==> src/design/psqd_pkg.sv <==
// ----------------------------------------------------------------------------
// Per-source command queue dispatcher package
// Shared types, event codes and flag positions.
// ----------------------------------------------------------------------------
`default_nettype none
package psqd_pkg;

  typedef enum logic [2:0] {
    EV_ACCEPTED = 3'd0,
    EV_FULL     = 3'd1,
    EV_BAD      = 3'd2,
    EV_DISPATCH = 3'd3,
    EV_DONE_OK  = 3'd4,
    EV_FAILED   = 3'd5,
    EV_TIMEOUT  = 3'd6,
    EV_PASS_END = 3'd7
  } event_code_t;

  typedef enum logic [0:0] {
    CFG_PALLET_COUNT  = 1'b0,
    CFG_TIMEOUT_TICKS = 1'b1
  } cfg_index_t;

  typedef enum logic [2:0] {
    ST_IDLE,
    ST_ENQ_READ,
    ST_ENQ_DONE,
    ST_TICK_READ,
    ST_TICK_EVAL,
    ST_CHAN_SWEEP,
    ST_PASS_END,
    ST_OUT_WAIT
  } state_t;

  // Flag bits of a ring entry.
  localparam int unsigned FLAG_PENDING = 0;
  localparam int unsigned FLAG_BUSY    = 1;
  localparam int unsigned FLAG_DONE    = 2;
  localparam int unsigned FLAG_ERROR   = 3;

  localparam logic [9:0] WAIT_MAX = 10'd1023;

  // Controller to datapath commands.
  typedef struct packed {
    logic start_enq;    // latch input item, start flag read for enqueue
    logic enq_commit;   // decide enqueue, write entry, present result
    logic start_tick;   // latch input item, set first pallet of the pass
    logic tick_read;    // read flags of current pallet head
    logic tick_eval;    // evaluate current pallet head, maybe emit
    logic sweep;        // reopen freed channels
    logic pass_end;     // present pass end result
  } ctrl_t;

  // Datapath to controller status.
  typedef struct packed {
    logic emitted;      // current eval produces a result
    logic last_pallet;  // evaluated pallet was the last of the pass
    logic out_busy;     // output register holds an untaken result
  } stat_t;

endpackage
`default_nettype wire

==> src/design/psqd_ctrl.sv <==
// ----------------------------------------------------------------------------
// Dispatcher controller
// Sequences enqueue and dispatch passes over the datapath.
// ----------------------------------------------------------------------------
`default_nettype none
module psqd_ctrl (
  input  wire logic             clk,
  input  wire logic             rst_n,
  input  wire logic             in_valid,
  input  wire logic             in_req_type,
  output logic                  in_stall,
  input  wire psqd_pkg::stat_t  stat,
  output psqd_pkg::ctrl_t       ctrl
);

  psqd_pkg::state_t state_r, state_nxt;
  psqd_pkg::state_t ret_r, ret_nxt;

  always_ff @(posedge clk) begin
    if (!rst_n) begin
      state_r <= psqd_pkg::ST_IDLE;
      ret_r   <= psqd_pkg::ST_IDLE;
    end else begin
      state_r <= state_nxt;
      ret_r   <= ret_nxt;
    end
  end

  // Next state.
  always_comb begin
    state_nxt = state_r;
    ret_nxt   = ret_r;
    case (state_r)
      psqd_pkg::ST_IDLE: begin
        if (in_valid && !stat.out_busy) begin
          state_nxt = in_req_type ? psqd_pkg::ST_TICK_READ : psqd_pkg::ST_ENQ_READ;
        end
      end
      psqd_pkg::ST_ENQ_READ:  state_nxt = psqd_pkg::ST_ENQ_DONE;
      psqd_pkg::ST_ENQ_DONE:  state_nxt = psqd_pkg::ST_IDLE;
      psqd_pkg::ST_TICK_READ: state_nxt = psqd_pkg::ST_TICK_EVAL;
      psqd_pkg::ST_TICK_EVAL: begin
        if (stat.emitted) begin
          state_nxt = psqd_pkg::ST_OUT_WAIT;
          ret_nxt   = stat.last_pallet ? psqd_pkg::ST_CHAN_SWEEP : psqd_pkg::ST_TICK_READ;
        end else begin
          state_nxt = stat.last_pallet ? psqd_pkg::ST_CHAN_SWEEP : psqd_pkg::ST_TICK_READ;
        end
      end
      psqd_pkg::ST_OUT_WAIT: begin
        if (!stat.out_busy) begin
          state_nxt = ret_r;
        end
      end
      psqd_pkg::ST_CHAN_SWEEP: state_nxt = psqd_pkg::ST_PASS_END;
      psqd_pkg::ST_PASS_END:   state_nxt = psqd_pkg::ST_IDLE;
      default:                 state_nxt = psqd_pkg::ST_IDLE;
    endcase
  end

  // Outputs.
  always_comb begin
    ctrl     = '0;
    in_stall = 1'b1;
    case (state_r)
      psqd_pkg::ST_IDLE: begin
        in_stall = stat.out_busy;
        if (in_valid && !stat.out_busy) begin
          ctrl.start_enq  = !in_req_type;
          ctrl.start_tick = in_req_type;
        end
      end
      psqd_pkg::ST_ENQ_READ:   ctrl.enq_commit = 1'b0;
      psqd_pkg::ST_ENQ_DONE:   ctrl.enq_commit = 1'b1;
      psqd_pkg::ST_TICK_READ:  ctrl.tick_read  = 1'b1;
      psqd_pkg::ST_TICK_EVAL:  ctrl.tick_eval  = 1'b1;
      psqd_pkg::ST_CHAN_SWEEP: ctrl.sweep      = 1'b1;
      psqd_pkg::ST_PASS_END:   ctrl.pass_end   = 1'b1;
      psqd_pkg::ST_OUT_WAIT:   ctrl            = '0;
      default:                 ctrl            = '0;
    endcase
  end

endmodule
`default_nettype wire

==> config.mk <==
export PLATFORM = sky130hd
export DESIGN_NAME = psqd_ctrl
export DESIGN_NICKNAME = d
export VERILOG_FILES = /design/src/design/psqd_pkg.sv /design/src/design/psqd_ctrl.sv
export SDC_FILE = /design/constraint.sdc
export NUM_CORES = 1
export LEC_CHECK = 0
export BUFFER_PORTS_ARGS = -buffer_cell sky130_fd_sc_hd__buf_2
export CORE_AREA = 2 2 39 41
export CTS_CLUSTER_DIAMETER = 200
export DETAILED_ROUTE_END_ITERATION = 10
export DIE_AREA = 0 0 41 43
export SETUP_SLACK_MARGIN = 0.1
export SLEW_MARGIN = 0
export SYNTH_ARGS = -nofsm -noshare
export SYNTH_HDL_FRONTEND = slang
export SYNTH_SLANG_ARGS = --single-unit
==> constraint.sdc <==
create_clock -name clk -period 1.8 [get_ports clk]
set_clock_uncertainty 0.15 [all_clocks]
set_input_delay 0.09 -clock clk [delete_from_list [all_inputs] [get_ports clk]]
set_output_delay 0.09 -clock clk [all_outputs]
set_load 0.005 [all_outputs]
==> summary.txt <==
Rows: 14
Most frequent cells in the layout: 14 x buf_2, 7 x nor2_1, 6 x dfxtp_1
Slew Limit Fails: 0
Mapped Area: 382 µm²
CTS root buffer: clkbuf_4
Post-route non-filler standard cell count: 79
DIE AREA: 0.00176 mm²
Setup WS post-layout: 233 ps
Vias in the first global route: 309
Drt via density: 5.23
Post-Synth XOR/XNOR Area: 0
Largest family of logic cells by synthesized area: simple AND/OR/NAND/NOR gates
Antenna Nets Post-Route: 0
Core area: 0.00138 mm²
Initial DRC Count: 14
Initial antenna violation count: 0
Register bit count reported by yosys: 6
Overall Global Routing Usage: 0.109
TritonCTS clock tree: yes
Largest net degree at the start of global routing: 18
Post-synthesis compound-gate area fraction: 0.220
DR pass1 iterations: 4
Register Area: 120 µm²
Critical Path AT: 1330 ps
Finished Core Util: 0.362
Htree depth: 1
Post-synth EDFFs: 0
Cts bufs inserted: 3
Seq/Total Area, Yosys: 0.315
Starting Density: 0.276
CTS max path bufs: 2
Simple-Gate Fraction of Synth Area: 0.334
WL/cell: 10.9 µm
TNS Setup: 0 ps
Setup crit end kind: primary output
Power Total: 0.354 mW
Clk slew on worst S/H paths: 40 ps
Setup Fix Bufs, Post-CTS: 0
Num ports: 15
# diodes: 0
P_leak: 0.234 nW
Die Ht: 43 µm
Pre-CTS setup slack: 355 ps
Most used DFF post-synth: dfxtp_1
Crit Path Category: reg2out
Crit start category: register
Total global routing overflow: 0
Synth Area per Inst: 7.79 µm²
Worst-Margin Slew: 543 ps
Max capacitance violation total: 0
Placed Cells incl. Taps: 75
Final Wtd Congestion: 0.680
Syn. warnings: 0
Layout cells sized above 1: 0.302
Commonest non-fill, non-tap cell in the layout: buf_2
Asr flop ratio synth: 0
Detail Placement HPWL: 573 µm
Global-route wire length before repair: 1.24 mm
DRC Markers: 0
Adder-cell share of the synthesized area: 0
Fin crit share: 0.871
Net Count, Synth: 56
Fin crit period: 1570 ps
CTS sink cnt: 6
Area grow syn2layout: 31.1%
Multi-input logic area: 246 µm²
Layout Nets: 72
Vias: 413
Layout fillers: 154
Die Span X: 41 µm
Final hold violation count: 0
Final Setup Violations: 0
Rel. slew slack: 0.637
Worst-Skew Late Latency: 240 ps
Post-Route WL: 860 µm
Syn Inst Count: 49
Unrepaired setup endpoints after global routing: no
Maximum VDD drop: 0.000317 V
Synth unique cells: 25
FMAX: 0.638 GHz
HP Class: in2reg
IO Port Bufs: 14
CP Max Fanout: 15
CP Data Required Time: 1560 ps
Ratio of total power to cell area: 706 mW/mm²
Mux contribution to synthesized area: 0.0525
Outcome: finished clean
-- per-stage QoR --
stage	area (µm²)	hold WS, ps
2_1_floorplan	382	57.6
6_report	500	4.53
4_1_cts	485	5.31
3_3_place_gp	453	245
5_1_grt	500	40.7
3_5_place_dp	453	243
-- final cells by class --
cell class	count	area share
repair buffers	15	0.160
well taps	16	0.0400
multi-input cells	36	0.492
inverters	3	0.0225
clock buffers	3	0.0450
flip-flops and latches	6	0.240
-- worst max-delay path, stage by stage, from the launching register on --
cell     delay [ps]
dfxtp_1         440
nor4_4          360
and3_1          180
buf_2           100
-- sequential cells by signal, summed over array words and instances, names as in the netlist --
register  count
state_r       3
ret_r         3
-- routing by layer --
layer | vias up | track usage | routed length [µm]
met2 | 21 | 0.125 | 339
met3 | 3 | 0.0471 | 99
met4 | 0 | 0.0800 | 17
li1 | 205 | - | -
met5 | - | 0 | 0
met1 | 184 | 0.152 | 405
-- worst paths after layout --
| path | start | slack, ps | endpoint | depth (start not counted) |
|---|---|---|---|---|
| max | state_r[2] | 230 | ctrl[4] | 3 |
| min | stat[1] | 5 | ret_r[2] | 3 |
| max reg2reg | state_r[1] | 300 | ret_r[1] | 3 |
| min reg2reg | ret_r[0] | 340 | ret_r[0] | 1 |
-- Yosys cell counts, drive strengths merged, types with 2 or more instances --
cell type,count,area (µm²)
nor2,7,26.3
nand2,3,11.3
nand3,2,10.0
dfxtp,6,120
buf,3,15.0
mux2i,2,20.0
o21ai,2,10.0
a21boi,2,15.0
inv,3,11.3
nor2b,2,12.5
and3,2,12.5
nor3b,2,15.0
-- cell families after synthesis --
family          count (synthesis)
simple gates                   23
flops                           6
mux                             2
compound gates                 11
buf+inv                         7
-- timing repair --
item / in CTS / in global routing
setup endpoints to repair: 0 / 3
endpoints found under the hold margin: 2 / 0
resized for setup: 0 / 2
hold buffers: 1 / 0
-- power breakdown --
| group | internal (mW) | total [mW] | switching, mW | leakage, nW |
|---|---|---|---|---|
| combinational | 0.0374 | 0.0654 | 0.0280 | 0.171 |
| clock | 0.0755 | 0.125 | 0.0499 | 0.0138 |
| sequential | 0.141 | 0.163 | 0.0222 | 0.0488 |
| total | 0.253 | 0.354 | 0.100 | 0.234 |
(Power assumes the default switching activity.)
